==> src/rtl/mrrb_pkg.sv <==
package mrrb_pkg;

	localparam int DEPTH_DEF       = 2048;
	localparam int MAX_READERS_DEF = 8;

	localparam int IDX_W  = 3;
	localparam int CFG_W  = 4;
	localparam int BYTE_W = 8;
	localparam int CNT_W  = 11;

	localparam logic [CNT_W-1:0] COUNT_LIMIT = 11'd2047;

	typedef enum logic {
		OP_WRITE = 1'b0,
		OP_READ  = 1'b1
	} op_t;

	// Status of the occupancy scan, seen by the controller.
	typedef struct packed {
		logic busy;
		logic rd_en;
		logic done;
	} scan_st_t;

	// Bytes between a read pointer and the write pointer on a ring of depth entries.
	function automatic logic [31:0] occupancy(input logic [31:0] wp, input logic [31:0] rp,
		input logic [31:0] depth);
		if (wp >= rp) begin
			return wp - rp;
		end
		return (depth - rp) + wp;
	endfunction

	// Counts wider than the result fields saturate.
	function automatic logic [CNT_W-1:0] clip_count(input logic [31:0] v);
		if (v > 32'(COUNT_LIMIT)) begin
			return COUNT_LIMIT;
		end
		return v[CNT_W-1:0];
	endfunction

endpackage

==> src/rtl/mrrb_ptr_mem.sv <==
module mrrb_ptr_mem #(
	parameter int MAX_READERS = mrrb_pkg::MAX_READERS_DEF,
	parameter int AW          = 11,
	parameter int RW          = (MAX_READERS > 1) ? $clog2(MAX_READERS) : 1
) (
	input  logic          clk,
	input  logic          arst_n,
	input  logic          we,
	input  logic [RW-1:0] waddr,
	input  logic [AW-1:0] wdata,
	input  logic          re,
	input  logic [RW-1:0] raddr,
	output logic [AW-1:0] rdata
);

	logic [AW-1:0]          mem [MAX_READERS];
	logic [MAX_READERS-1:0] valid_q;
	logic [AW-1:0]          rdata_q;
	logic                   rvalid_q;

	// An entry never written since reset reads as a zero pointer.
	always_ff @(posedge clk or negedge arst_n) begin
		if (!arst_n) begin
			valid_q  <= '0;
			rvalid_q <= 1'b0;
		end else begin
			if (we) begin
				valid_q[waddr] <= 1'b1;
			end
			if (re) begin
				rvalid_q <= valid_q[raddr];
			end
		end
	end

	always_ff @(posedge clk) begin
		if (we) begin
			mem[waddr] <= wdata;
		end
		if (re) begin
			rdata_q <= mem[raddr];
		end
	end

	assign rdata = rvalid_q ? rdata_q : '0;

endmodule

==> config.mk <==
export PLATFORM = sky130hd
export DESIGN_NAME = mrrb_ptr_mem
export DESIGN_NICKNAME = d
export VERILOG_FILES = /design/src/rtl/mrrb_pkg.sv /design/src/rtl/mrrb_ptr_mem.sv
export SDC_FILE = /design/constraint.sdc
export NUM_CORES = 1
export LEC_CHECK = 0
export BUFFER_PORTS_ARGS = -buffer_cell sky130_fd_sc_hd__buf_2
export CAP_MARGIN = 20
export CORE_MARGIN = 1
export CORE_UTILIZATION = 55
export DETAILED_ROUTE_END_ITERATION = 16
export HOLD_SLACK_MARGIN = 0.15
export PLACE_DENSITY = 0.74
export SYNTH_ARGS = -nofsm -noshare
export SYNTH_HDL_FRONTEND = slang
export SYNTH_SLANG_ARGS = --single-unit
==> constraint.sdc <==
create_clock -name clk -period 2.97 [get_ports clk]
set_input_delay 0.297 -clock clk [delete_from_list [all_inputs] [get_ports clk]]
set_output_delay 0.297 -clock clk [all_outputs]
set_load 0.01 [all_outputs]
==> impl_metrics.env <==
export IMPL_status="finished, final reports clean"
export IMPL_syn_inst=187
export IMPL_overflow=0
export IMPL_setup_worst_path_end_class="flop"
export IMPL_p_leak_uw=0.00162
export IMPL_instances_no_fill=336
export IMPL_final_cell_mix="edfxtp_1, buf_2, mux4_1"
export IMPL_drt_iter0_markers=80
export IMPL_fp_row_count=31
export IMPL_synth_seq_cells=108
export IMPL_grt_pass1_vias=1879
export IMPL_core_sq_um=7330
export IMPL_fin_setup_tns_ns=0
export IMPL_holdPathEnd="mem[2][3]"
export IMPL_rr_endpoint="rdata_q[4]"
export IMPL_syn_num_nets=208
export IMPL_synth_top_family_by_area="multiplexers"
export IMPL_synthesis_area_sq_um=4200
export IMPL_die_x_um=89.4
export IMPL_synthAdderAreaFrac=0
export IMPL_via_per_inst=5.67
export IMPL_port_buffers=31
export IMPL_rrSetupSlack_ns=1.59
export IMPL_num_fill_cells=508
export IMPL_cp_max_fo=23
export IMPL_finalHoldViolCount=0
export IMPL_grt_setup_unrepaired="no"
export IMPL_io_pins=32
export IMPL_fin_util=0.641
export IMPL_max_slew_margin=0.536
export IMPL_ir_drop_uv=251
export IMPL_fin_hold_ws_ns=0.205
export IMPL_grt_pass1_wl_um=10400
export IMPL_cap_violations=0
export IMPL_hold_start="wdata[3]"
export IMPL_hold_path_depth=1
export IMPL_initial_utilization=0.573
export IMPL_wl_um=6810
export IMPL_post_dp_hpwl_um=3890
export IMPL_cts_root_buf="clkbuf_8"
export IMPL_routedWlPerCell_um=20.3
export IMPL_synth_warning_count=0
export IMPL_final_nets=253
export IMPL_detail_route_antenna_nets=0
export IMPL_grt_max_degree=24
export IMPL_layout_commonest_cell="edfxtp_1"
export IMPL_finalSetupViolCount=0
export IMPL_power_density_nw_per_um2=597
export IMPL_cts_buffers=9
export IMPL_place_congestion=0.768
export IMPL_dp_cells=319
export IMPL_maxSlewViolCount=0
export IMPL_clk_pin_slew_worst_paths_ns=0.10
export IMPL_fmax_ghz=0.607
export IMPL_cts_tree="done"
export IMPL_yosys_area_share_simple=0.0423
export IMPL_cts_max_level=3
export IMPL_die_y_um=89.4
export IMPL_cts_sinks=108
export IMPL_skew_ns=0.0120
export IMPL_multiInputGateArea_sq_um=940
export IMPL_synth_xor_area_share=0
export IMPL_startpoint_type="input port"
export IMPL_yosysUniqueCellTypes=16
export IMPL_cp_arrival_ns=1.75
export IMPL_critPathKind="input port to flop"
export IMPL_synth_area_per_cell_sq_um=22.4
export IMPL_min_period_over_period=0.554
export IMPL_muxShareOfSynthArea=0.179
export IMPL_post_cts_resize_count=0
export IMPL_via_count=1904
export IMPL_synth_compound_area_frac=0
export IMPL_synth_top_area_frac=0.708
export IMPL_rr_startpoint="mem[1][4]"
export IMPL_seqCellArea_sq_um=3200
export IMPL_seq_area_frac_synth=0.762
export IMPL_hp_class="input port to flop"
export IMPL_n_antenna_cell=0
export IMPL_required_ns=3.08
export IMPL_setup_worst_path_start="raddr[0]"
export IMPL_finalCriticalPeriod_ns=1.65
export IMPL_r2r_cells=2
export IMPL_synth_largest_area_cell="edfxtp_1"
export IMPL_clock_latency_ns=0.36
export IMPL_clock_path_buffers=2
export IMPL_synth_area_leaders="edfxtp_1, mux4_1, dfrtp_1"
export IMPL_die_area_sq_um=7990
export IMPL_antenna_found_initial=0
export IMPL_grt_usage=0.194
export IMPL_syn_to_final_growth_pct=11.9
export IMPL_drive_above_1_share=0.350
export IMPL_route_detailed_drc=0
export IMPL_worst_pin_slew_ns=0.697
export IMPL_drt_pass1_iter_count=4
## synth_stat cells
cell	count
inv_1	1
nand2_1	2
mux2i_1	5
nor2_1	6
edfxtp_1	99
mux2_2	11
or2_2	8
clkbuf_1	4
nor3_1	2
buf_12	2
mux4_2	7
and2_1	11
nand2b_1	3
mux4_1	16
buf_6	1
dfrtp_1	9
## per-layer routing
| layer | wire, um | up-vias | part of all wire | global-route usage |
|---|---|---|---|---|
| met5 | 0 | - | 0 | 0 |
| met4 | 48 | 0 | 0.0071 | 0.0924 |
| met3 | 425 | 6 | 0.062 | 0.0332 |
| met2 | 3490 | 65 | 0.51 | 0.307 |
| met1 | 2850 | 977 | 0.42 | 0.266 |
| li1 | - | 856 | - | - |
## cell type report
cell class	count	share of cell area
sequential	108	0.681
multi-input combinational	71	0.200
timing repair buffer	41	0.0495
clock buffer	10	0.0272
tap	99	0.0264
clock inverter	6	0.0154
inverter	1	0.000799
## flip-flops by register name, indices dropped and copies added (netlist names)
signal and flops:
mem 88, rdata_q 11, rvalid_q 1, valid_q 8
## how the worst max path moves through the flow
stage / to / slack, ns
2_1_floorplan: mem[0][0] / 1.27
3_3_place_gp: rdata_q[3] / 0.94
3_5_place_dp: rdata_q[3] / 0.91
4_1_cts: rdata_q[3] / 1.30
5_1_grt: rdata[2] / 1.25
6_report: rdata_q[1] / 1.32
## critical path: stages
cell and delay [ns]:
buf_2 0.54, mux4_1 0.63, mux2_2 0.27
## repair_timing
action                     CTS  global route
setup buffers                0             0
hold buffers                 1             0
hold endpoints to repair     9             0
setup endpoints to repair    0             0
## where the power goes
part	internal [uW]	switching, uW
Clock	398	477
Sequential	1720	17.2
Combinational	92.8	94.9
Total	2210	589
## stage by stage
step,setup WS (ns),power [uW],cell area [sq um]
after detailed placement,0.913,1970,4490
after global placement,0.941,1960,4490
final,1.32,2800,4700
after floorplan,1.27,1890,4200
after CTS,1.30,2830,4700
after global routing,1.25,2910,4700
## kinds of logic (layout without fill, tap and decap cells)
kind of cell  Yosys count  count (layout)
mux                    39              39
buf+inv                 8              58
simple gates           32              32
flops                 108             108
Power figures use the tool's default switching activity.
