===== src/rtl/mrrb_pkg.sv =====
package mrrb_pkg;

	localparam int DEPTH_DEF       = 2048;
	localparam int MAX_READERS_DEF = 8;

	localparam int IDX_W  = 3;
	localparam int CFG_W  = 4;
	localparam int BYTE_W = 8;
	localparam int CNT_W  = 11;

	localparam logic [CNT_W-1:0] COUNT_LIMIT = 11'd2047;

	typedef enum logic {
		OP_WRITE = 1'b0,
		OP_READ  = 1'b1
	} op_t;

	// Status of the occupancy scan, seen by the controller.
	typedef struct packed {
		logic busy;
		logic rd_en;
		logic done;
	} scan_st_t;

	// Bytes between a read pointer and the write pointer on a ring of depth entries.
	function automatic logic [31:0] occupancy(input logic [31:0] wp, input logic [31:0] rp,
		input logic [31:0] depth);
		if (wp >= rp) begin
			return wp - rp;
		end
		return (depth - rp) + wp;
	endfunction

	// Counts wider than the result fields saturate.
	function automatic logic [CNT_W-1:0] clip_count(input logic [31:0] v);
		if (v > 32'(COUNT_LIMIT)) begin
			return COUNT_LIMIT;
		end
		return v[CNT_W-1:0];
	endfunction

endpackage


===== src/rtl/mrrb_max_scan.sv =====
module mrrb_max_scan #(
	parameter int DEPTH       = mrrb_pkg::DEPTH_DEF,
	parameter int MAX_READERS = mrrb_pkg::MAX_READERS_DEF,
	parameter int AW          = $clog2(DEPTH),
	parameter int RW          = (MAX_READERS > 1) ? $clog2(MAX_READERS) : 1,
	parameter int NW          = $clog2(MAX_READERS + 1)
) (
	input  logic                 clk,
	input  logic                 arst_n,
	input  logic                 start,
	input  logic [NW-1:0]        nact,
	input  logic [AW-1:0]        wp,
	input  logic [AW-1:0]        rd_data,
	output logic [RW-1:0]        rd_addr,
	output mrrb_pkg::scan_st_t   st,
	output logic [AW-1:0]        max_o
);
	import mrrb_pkg::*;

	logic [NW-1:0] idx_q;
	logic          busy_q;
	logic          iss_s1;
	logic          vld_s2;
	logic [AW-1:0] occ_s2;
	logic [AW-1:0] acc_q;
	logic          rd_en;
	logic          done;

	assign rd_en = busy_q && (idx_q < nact);
	assign done  = busy_q && !rd_en && !iss_s1 && !vld_s2;

	// Read pointer, then occupancy, then running maximum: one reader per cycle.
	always_ff @(posedge clk or negedge arst_n) begin
		if (!arst_n) begin
			idx_q  <= '0;
			busy_q <= 1'b0;
			iss_s1 <= 1'b0;
			vld_s2 <= 1'b0;
		end else begin
			iss_s1 <= rd_en;
			vld_s2 <= iss_s1;
			if (start) begin
				idx_q  <= '0;
				busy_q <= 1'b1;
			end else if (done) begin
				busy_q <= 1'b0;
			end else if (rd_en) begin
				idx_q <= idx_q + NW'(1);
			end
		end
	end

	always_ff @(posedge clk) begin
		if (iss_s1) begin
			occ_s2 <= AW'(occupancy(32'(wp), 32'(rd_data), 32'(DEPTH)));
		end
		if (start) begin
			acc_q <= '0;
		end else if (vld_s2 && (occ_s2 > acc_q)) begin
			acc_q <= occ_s2;
		end
	end

	assign rd_addr  = idx_q[RW-1:0];
	assign st.busy  = busy_q;
	assign st.rd_en = rd_en;
	assign st.done  = done;
	assign max_o    = acc_q;

endmodule


===== config.mk =====
export PLATFORM = sky130hd
export DESIGN_NAME = mrrb_max_scan
export DESIGN_NICKNAME = d
export VERILOG_FILES = /design/src/rtl/mrrb_pkg.sv /design/src/rtl/mrrb_max_scan.sv
export SDC_FILE = /design/constraint.sdc
export NUM_CORES = 1
export LEC_CHECK = 0
export ABC_AREA = 1
export BUFFER_PORTS_ARGS = -buffer_cell sky130_fd_sc_hd__buf_2
export CAP_MARGIN = 20
export CORE_ASPECT_RATIO = 0.7
export CORE_MARGIN = 3
export CORE_UTILIZATION = 29
export DETAILED_ROUTE_END_ITERATION = 7
export PLACE_DENSITY = 0.58
export SETUP_SLACK_MARGIN = 0.5
export SYNTH_ARGS = -nofsm -noshare
export SYNTH_HDL_FRONTEND = slang
export SYNTH_SLANG_ARGS = --single-unit

===== constraint.sdc =====
create_clock -name clk -period 4.49 [get_ports clk]
set_clock_uncertainty 0.1 [all_clocks]
set_input_delay 0.6735 -clock clk [delete_from_list [all_inputs] [get_ports clk]]
set_output_delay 0.6735 -clock clk [all_outputs]
set_load 0.05 [all_outputs]

==> impl_metrics.yaml, run 1 <==
worst_setup_path:
  worst-setup-path-type: "input pin to output pin"
  start_kind: "input pin"
  arrival_ns: 1.88
  critPathRequiredTime_ns: 3.72
  crit_path_end_kind: "output pin"
  crit_path_max_fanout: 5
clocking:
  cts.path.max_buffers: 2
  cts_tree: "yes"
  cts.sinks: 29
  cts-htree-levels: 2
  cts_made_buffers: 5
  clkTransAtPathRegs_ns: 0.06
  post_cts_buffers: 0
  cts-root-buf: "clkbuf_8"
  clk_latency_ns: 0.28
  cts_resized: 0
  cts_hold_buf: 0
power_and_ir_drop:
  finalPower_mw: 1.43
  peakVddDrop_mv: 0.165
  p_per_area_nw_per_um2: 567
  power_leakage_nw: 1.40
global_route:
  grt_max_degree: 23
  grtUsageTotal_pct: 10.9
  grt_antenna_before_repair: 0
  grt_pass1_wl_um: 7410
  grt-ovfl-total: 0
  grt_pass1_vias: 1638
route:
  wirelength_um: 4260
  vias: 1702
  wl_per_cell_um: 10.4
  drtIter0Drc: 53
  drcViolationCount: 0
  vias_per_cell: 4.16
  dr.pass1.iters: 4
  antenna_left: 0
sta:
  rsz0062_at_grt: "no"
  setup_viol: 0
  fmax_mhz: 377
  hold_viol_final: 0
  fin_ws_ns: 1.84
  fin_crit_sh_pct: 59.1
  min_period_ns: 2.65
  final.setup.tns_ns: 0
  slew_violations: 0
  worst_pin_slew_ns: 0.566
  maxSlewHeadroom_pct: 62.0
synthesis:
  async_flop_share_pct: 24.1
  ys_seq_area_share_pct: 33.5
  synth_commonest_cells: "inv_1 (53), nand2_1 (48), ha_1 (25), a21oi_1 (24), nor2_1 (19)"
  netlist_top_cells_area: "edfxtp_1 (15%), ha_1 (14%), dfxtp_1 (10%), inv_1 (9.2%), nand2_1 (8.3%)"
  synth_area_um2: 2160
  ys_types: 26
  syn-num-nets: 328
  syn_avg_cell_area_um2: 7.92
  ys.flop_type: "edfxtp_1"
  synth-edff-count: 11
  ys_warn_count: 0
  synthCells: 273
  yosysTopAreaCell: "edfxtp_1"
  netlist.area_leader.share_pct: 15.3
  yosysMostFrequentCell: "inv_1"
  ys_ff_latch: 29
die:
  core-area_um2: 6980
  die_h_um: 78.3
  ios: 46
  die_w_um: 109
  dieArea_um2: 8550
  rows: 25
  initial_core_util_pct: 31.0
placed_design:
  pre_cts_ws_ns: 1.85
  io_buffer_count: 45
  gp_congestion: 0.829
  hpwl_um: 3390
  place_area_um2: 2400
run_status:
  run_status: "finished, final reports clean"
final_layout:
  fin_area_um2: 2520
  areaGrowthSynthToFinish_pct: 16.7
  n_antenna_cell: 0
  register_area_um2: 726
  drive_gt1_share_pct: 22.9
  postLayoutCoreUtil_pct: 36.2
  fin_nets: 369
  fill_cells: 733
  multi_input_area_um2: 1110
job:
  drv_cap: 0
hold_path:
  hp-class: "input pin to asynchronous set/reset pin"
[per-layer routing]
| layer | vias to the layer above | share of wire, % | global-route usage, % |
|---|---|---|---|
| li1 | 938 | - | - |
| met1 | 720 | 54 | 15.4 |
| met2 | 38 | 39 | 15.7 |
| met3 | 6 | 6.0 | 3.86 |
| met4 | 0 | 1.2 | 3.11 |
| met5 | - | 0 | 0 |
[cell usage in the layout (no fill, tap or decap), drive strengths merged, types with 6 or more instances in the layout]
master and instances:
inv 58, nand2 49, buf 45, nand3 27, ha 25, a21oi 25
nor2 21, dfxtp 11, edfxtp 11, xor2 9, dfrtp 7, clkbuf 6
[stage by stage]
| step | std cells | hold WS, ns |
|---|---|---|
| after floorplan | 273 | 0.278 |
| after global placement | 401 | 0.396 |
| after detailed placement | 401 | 0.393 |
| after CTS | 409 | 0.108 |
| after global routing | 409 | 0.103 |
| final | 409 | 0.113 |
[logic make-up (layout without fill, tap and decap cells)]
logic type,Yosys count,count (layout),synth area share [%]
DFF,29,29,33.5
buffers and inverters,70,112,14.9
adders and majority gates,26,26,15.4
AOI/OAI and AO/OA,35,35,8.85
xor gates and xnor gates,12,12,4.86
and+or+nand+nor,101,101,22.4
[state kept, by name, indices dropped and copies added, names as in the netlist]
signal	cells
occ_s2	11
idx_q	4
busy_q	1
max_o	11
vld_s2	1
iss_s1	1
[area by class of cell]
type | count | area share [%]
Tap cell | 94 | 4.66
Clock buffer | 6 | 3.27
Multi-Input combinational cell | 174 | 44.2
Clock inverter | 2 | 1.49
Timing Repair Buffer | 45 | 8.92
Inverter | 59 | 8.77
Sequential cell | 29 | 28.7
[critical path, cell delays in order]
cell,delay (ns)
buf_2,0.07
inv_1,0.03
ha_1,0.30
a21oi_1,0.17
nand3_1,0.22
inv_2,0.14
buf_2,0.27
[path summary, 6_finish.rpt]
| check | from | depth (start not counted) | slack [ns] | endpoint |
|---|---|---|---|---|
| worst max-delay path | nact[3] | 7 | 1.84 | st[1] |
| worst min-delay path | arst_n | 1 | 0.11 | idx_q[2]$_DFFE_PN0P_ |
| worst max register to register | occ_s2[10]$_DFFE_PP_ | 6 | 2.42 | max_o[5]$_SDFFE_PP0P_ |
| worst min register to register | max_o[10]$_SDFFE_PP0P_ | 2 | 0.41 | max_o[10]$_SDFFE_PP0P_ |
| max in group asynchronous | arst_n | 1 | 4.02 | iss_s1$_DFF_PN0_ |
| min in group clk | max_o[10]$_SDFFE_PP0P_ | 2 | 0.41 | max_o[10]$_SDFFE_PP0P_ |
[where the power goes]
group,internal (mW),leakage (nW),switching [mW],total (mW)
sequential,0.366,0.287,0.0672,0.433
clock,0.180,0.0574,0.103,0.283
combinational,0.232,1.06,0.484,0.716
total,0.778,1.40,0.654,1.43
Note: power is estimated with default switching activity, not from simulation.
==> inputs of run 2 (changes only) <==
Clock period 4.49 ns to 2.5 ns, I/O delays scaled along.
==> run 2 against run 1 <==
Sequential share of layout area decreased by 1.5 points. Utilization increased by 2.0 points. Routed wire length rose by 3.0%. Power is 92% higher. Design area rose by 5.6%. Final cell count up 1.7%. Register-to-register slack worse by 1.7 ns. Worst setup slack lost 1.3 ns. Largest power group unchanged. Combinational power is 100% higher. Non-clock buffer count grew 7. First-iteration DRC count shrank 15%. Hold slack better by 0.14 ns. Highest routed layer unchanged.
==> impl_metrics.yaml, run 2 (synthesized netlist as in run 1, its figures left out) <==
die:
  die_w_um: 109
  die_h_um: 78.3
  dieArea_um2: 8550
  ios: 46
  rows: 25
  initial_core_util_pct: 31.0
  core-area_um2: 6980
sta:
  fin_crit_sh_pct: 78.6
  fmax_mhz: 509
  setup_viol: 0
  slew_violations: 0
  fin_ws_ns: 0.535
  final.setup.tns_ns: 0
  maxSlewHeadroom_pct: 64.1
  worst_pin_slew_ns: 0.534
  min_period_ns: 1.96
  hold_viol_final: 0
  rsz0062_at_grt: "yes"
placed_design:
  gp_congestion: 0.832
  pre_cts_ws_ns: 0.454
  hpwl_um: 3430
  io_buffer_count: 45
run_status:
  run_status: "finished, final reports clean"
worst_setup_path:
  worst-setup-path-type: "register to output pin"
  start_kind: "register"
  crit_path_max_fanout: 5
  critPathRequiredTime_ns: 2.03
  crit_path_end_kind: "output pin"
  arrival_ns: 1.49
final_layout:
  fin_nets: 376
  final_cell_mix: "inv_1 (52), nand2_1 (46), buf_2 (43)"
  areaGrowthSynthToFinish_pct: 23.3
  multi_input_area_um2: 1170
  layout_commonest_cell: "inv_1"
  fill_cells: 727
  n_antenna_cell: 0
  postLayoutCoreUtil_pct: 38.2
  register_area_um2: 727
  drive_gt1_share_pct: 27.0
clocking:
  clk_latency_ns: 0.28
  cts_made_buffers: 5
  cts-htree-levels: 2
  cts_tree: "yes"
  cts.path.max_buffers: 2
  cts-root-buf: "clkbuf_8"
  cts.sinks: 29
  clkTransAtPathRegs_ns: 0.06
job:
  drv_cap: 0
power_and_ir_drop:
  p_per_area_nw_per_um2: 1030
  peakVddDrop_mv: 0.347
  power_leakage_nw: 1.45
global_route:
  grt_pass1_vias: 1725
  grt_max_degree: 23
  grtUsageTotal_pct: 11.4
  grt.met2_usage_pct: 17.1
  met1_usage_pct: 16.2
  grt_busiest_layer: "met2"
  grt_antenna_before_repair: 0
  grt_use_met3_pct: 2.55
  grt_pass1_wl_um: 7770
  grt-ovfl-total: 0
route:
  wirelength_um: 4390
  drcViolationCount: 0
  vias: 1773
  antenna_left: 0
  dr.pass1.iters: 4
  wl_per_cell_um: 10.6
  drtIter0Drc: 45
  vias_per_cell: 4.26
hold_path:
  hp-class: "input pin to register"
run 2: cell types whose count changed in the layout (fill, tap and decap cells not counted), sizes merged:
cell         change
buf              +6
dlygate4sd3      +1
run 2: final timing paths:
check | to | slack [ns] | start | cells after the start
min in group asynchronous | vld_s2$_DFF_PN0_ | 0.37 | arst_n | 2
max in group asynchronous | idx_q[3]$_DFFE_PN0P_ | 1.75 | arst_n | 2
min | idx_q[3]$_DFFE_PN0P_ | 0.25 | start | 4
max | st[0] | 0.54 | idx_q[2]$_DFFE_PN0P_ | 6
min reg2reg | max_o[8]$_SDFFE_PP0P_ | 0.41 | max_o[8]$_SDFFE_PP0P_ | 2
max reg2reg | max_o[6]$_SDFFE_PP0P_ | 0.71 | occ_s2[10]$_DFFE_PP_ | 7
run 2: cell type report:
class,count,share of cell area (%)
inverter,59,8.40
multi-input combinational,174,43.7
timing repair buffer,52,11.7
tap,94,4.41
clock buffer,6,3.10
sequential,29,27.3
clock inverter,2,1.41
run 2: critical path, stage by stage (launching register included):
cell,delay [ns]
dfrtp_1,0.45
ha_1,0.32
nand3_2,0.10
nand2_2,0.07
nand3_2,0.07
inv_2,0.07
buf_8,0.14
run 2: power by group:
group          internal (mW)  switching, mW  total (mW)
sequential             0.658          0.120       0.778
clock                  0.324          0.187       0.510
combinational          0.542          0.920        1.46
total                   1.52           1.23        2.75
run 2: metal layers:
metal,wire [um],up-vias
met2,1840,42
met1,2270,771
li1,-,953
met5,0,-
met4,66,0
met3,210,7
run 2: per-stage QoR:
| stage | hold slack, ns | instances | instance area (um2) | power [mW] |
|---|---|---|---|---|
| 3_5_place_dp | 0.116 | 402 | 2410 | 2.11 |
| 5_1_grt | 0.259 | 416 | 2670 | 3.00 |
| 3_3_place_gp | 0.120 | 402 | 2410 | 2.08 |
| 6_report | 0.254 | 416 | 2670 | 2.75 |
| 2_1_floorplan | -0.0206 | 273 | 2160 | 1.90 |
| 4_1_cts | 0.245 | 414 | 2610 | 2.68 |
run 2: timing repair:
action	CTS	global route
endpoints found under the setup margin	4	13
gates resized for setup	10	12
pin swaps	2	0
hold endpoints to repair	7	0
buffers inserted	3	2
hold buffers	1	0
==> inputs of run 3 (changes only) <==
Clock period 2.5 ns to 1.9 ns, I/O delays scaled along.
==> run 3 against run 2 <==
The run now ends with setup timing left. Routed wire length is 20% higher. Power is 72% higher. Die area stayed put. Clock-buffer cell count stayed put. Clock power is 35% higher. Sequential share of layout area is 4.8 points lower. Sequential cell count stayed put. Global-route usage is 1.7 points higher.
==> impl_metrics.yaml, run 3 (synthesized netlist as in run 1, its figures left out) <==
die:
  initial_core_util_pct: 31.0
  die_h_um: 78.3
  core-area_um2: 6980
  rows: 25
  die_w_um: 109
  ios: 46
  dieArea_um2: 8550
worst_setup_path:
  reg2reg_depth: 9
  r2r_start: "occ_s2[2]$_DFFE_PP_"
  reg2reg_to: "max_o[1]$_SDFFE_PP0P_"
  critPathRequiredTime_ns: 1.51
  reg2reg_slack_ns: 0.07
  arrival_ns: 1.52
  crit_path_max_fanout: 2
  start_kind: "register"
  crit_path_end_kind: "output pin"
  worst-setup-path-type: "register to output pin"
hold_path:
  hp-class: "input pin to register"
  worstHoldStart: "start"
  min_to: "idx_q[3]$_DFFE_PN0P_"
  holdPathStages: 4
route:
  wirelength_um: 5260
  wl_per_cell_um: 12.1
  drcViolationCount: 0
  vias_per_cell: 4.37
  drtIter0Drc: 56
  dr.pass1.iters: 4
  antenna_left: 0
  vias: 1902
sta:
  final.setup.tns_ns: -0.00574
  min_period_ns: 1.91
  worst_pin_slew_ns: 0.333
  rsz0062_at_grt: "yes"
  setup_viol: 1
  fmax_mhz: 525
  fin_ws_ns: -0.00574
  slew_violations: 0
  maxSlewHeadroom_pct: 77.8
  hold_viol_final: 0
  fin_crit_sh_pct: 100
  holdWs_ns: 0.154
placed_design:
  hpwl_um: 3880
  gp_congestion: 0.825
  io_buffer_count: 45
clocking:
  cts_tree: "yes"
  cts.sinks: 29
  cts-htree-levels: 2
  cts_made_buffers: 5
  clkTransAtPathRegs_ns: 0.06
  cts-root-buf: "clkbuf_8"
  clk_latency_ns: 0.29
  cts.path.max_buffers: 2
global_route:
  grtUsageTotal_pct: 13.1
  grt_max_degree: 23
  grt_pass1_wl_um: 8780
  grt_pass1_vias: 1866
  grt-ovfl-total: 0
  grt_antenna_before_repair: 0
final_layout:
  fin_nets: 395
  areaGrowthSynthToFinish_pct: 58.0
  n_antenna_cell: 0
  final_cell_mix: "nand2_1 (38), buf_2 (38), inv_1 (37)"
  drive_gt1_share_pct: 54.8
run_status:
  violations: "setup timing"
  run_status: "finished, violations left"
power_and_ir_drop:
  peakVddDrop_mv: 0.625
  p_per_area_nw_per_um2: 1380
  power_leakage_nw: 1.64
job:
  drv_cap: 0
run 3: cell types whose count changed in the layout (fill, tap and decap cells not counted), sizes merged:
cell    before  now
buf         51   68
clkbuf       6    8
clkinv       1    2
inv         58   57
run 3: metal layers:
metal / part of all wire (%) / track usage [%] / routed length (um) / up-vias
met5: 0 / 0 / 0 / -
met4: 1.5 / 3.74 / 80 / 0
met3: 4.8 / 3.70 / 252 / 12
met2: 45 / 20.5 / 2360 / 43
met1: 49 / 17.7 / 2560 / 852
li1: - / - / - / 995
run 3: power breakdown:
group          switching [mW]  leakage [nW]  total [mW]  internal [mW]
Clock                   0.260        0.0574       0.686          0.426
Sequential              0.193         0.292        1.11          0.915
Combinational            1.54          1.29        2.93           1.38
run 3: worst max-delay path by stage:
stage | start | endpoint | slack [ns] | cells past startpoint
2_1_floorplan | max_o[6]$_SDFFE_PP0P_ | max_o[10]$_SDFFE_PP0P_ | 0.26 | 12
3_3_place_gp | idx_q[1]$_DFFE_PN0P_ | st[1] | 0.05 | 7
3_5_place_dp | idx_q[1]$_DFFE_PN0P_ | st[1] | 0.07 | 7
4_1_cts | idx_q[1]$_DFFE_PN0P_ | st[0] | -0.05 | 8
5_1_grt | idx_q[1]$_DFFE_PN0P_ | st[0] | -0.11 | 8
6_report | idx_q[1]$_DFFE_PN0P_ | st[0] | -0.006 | 8
run 3: per-stage QoR:
step                area [um2]  instances  total power, mW  setup WS, ns  utilization [%]
global placement          2790        405             3.18        0.0545             40.0
floorplan                 2520        273             2.80         0.258                -
finish                    3420        435             4.72      -0.00574             49.0
CTS                       3160        424             4.45       -0.0525             45.3
detailed placement        2790        405             3.23        0.0690             40.0
global route              3420        435             5.08        -0.110             49.0
run 3: cell type report:
cell class / count / area (um2)
flip-flops and latches: 29 / 766
well taps: 94 / 118
fillers: 620 / 3560
multi-input cells: 174 / 1600
repair buffers: 71 / 578
clock inverters: 2 / 37.5
inverters: 59 / 239
clock buffers: 6 / 82.6
run 3: critical path: stages, from the launching register on:
cell and delay, ns:
dfrtp_1 0.41, ha_4 0.28, nand2_2 0.04, nand2_2 0.07, nand3_4 0.09, nand2_2 0.07
nand3_2 0.07, inv_2 0.07, buf_8 0.13
run 3: repair_timing:
item | 4_1_cts | 5_1_grt
buffers inserted | 9 | 10
endpoints found under the hold margin | 7 | 0
resized for setup | 34 | 40
hold buffers | 1 | 0
gates cloned | 1 | 1
pin swaps | 14 | 28
endpoints found under the setup margin | 22 | 27
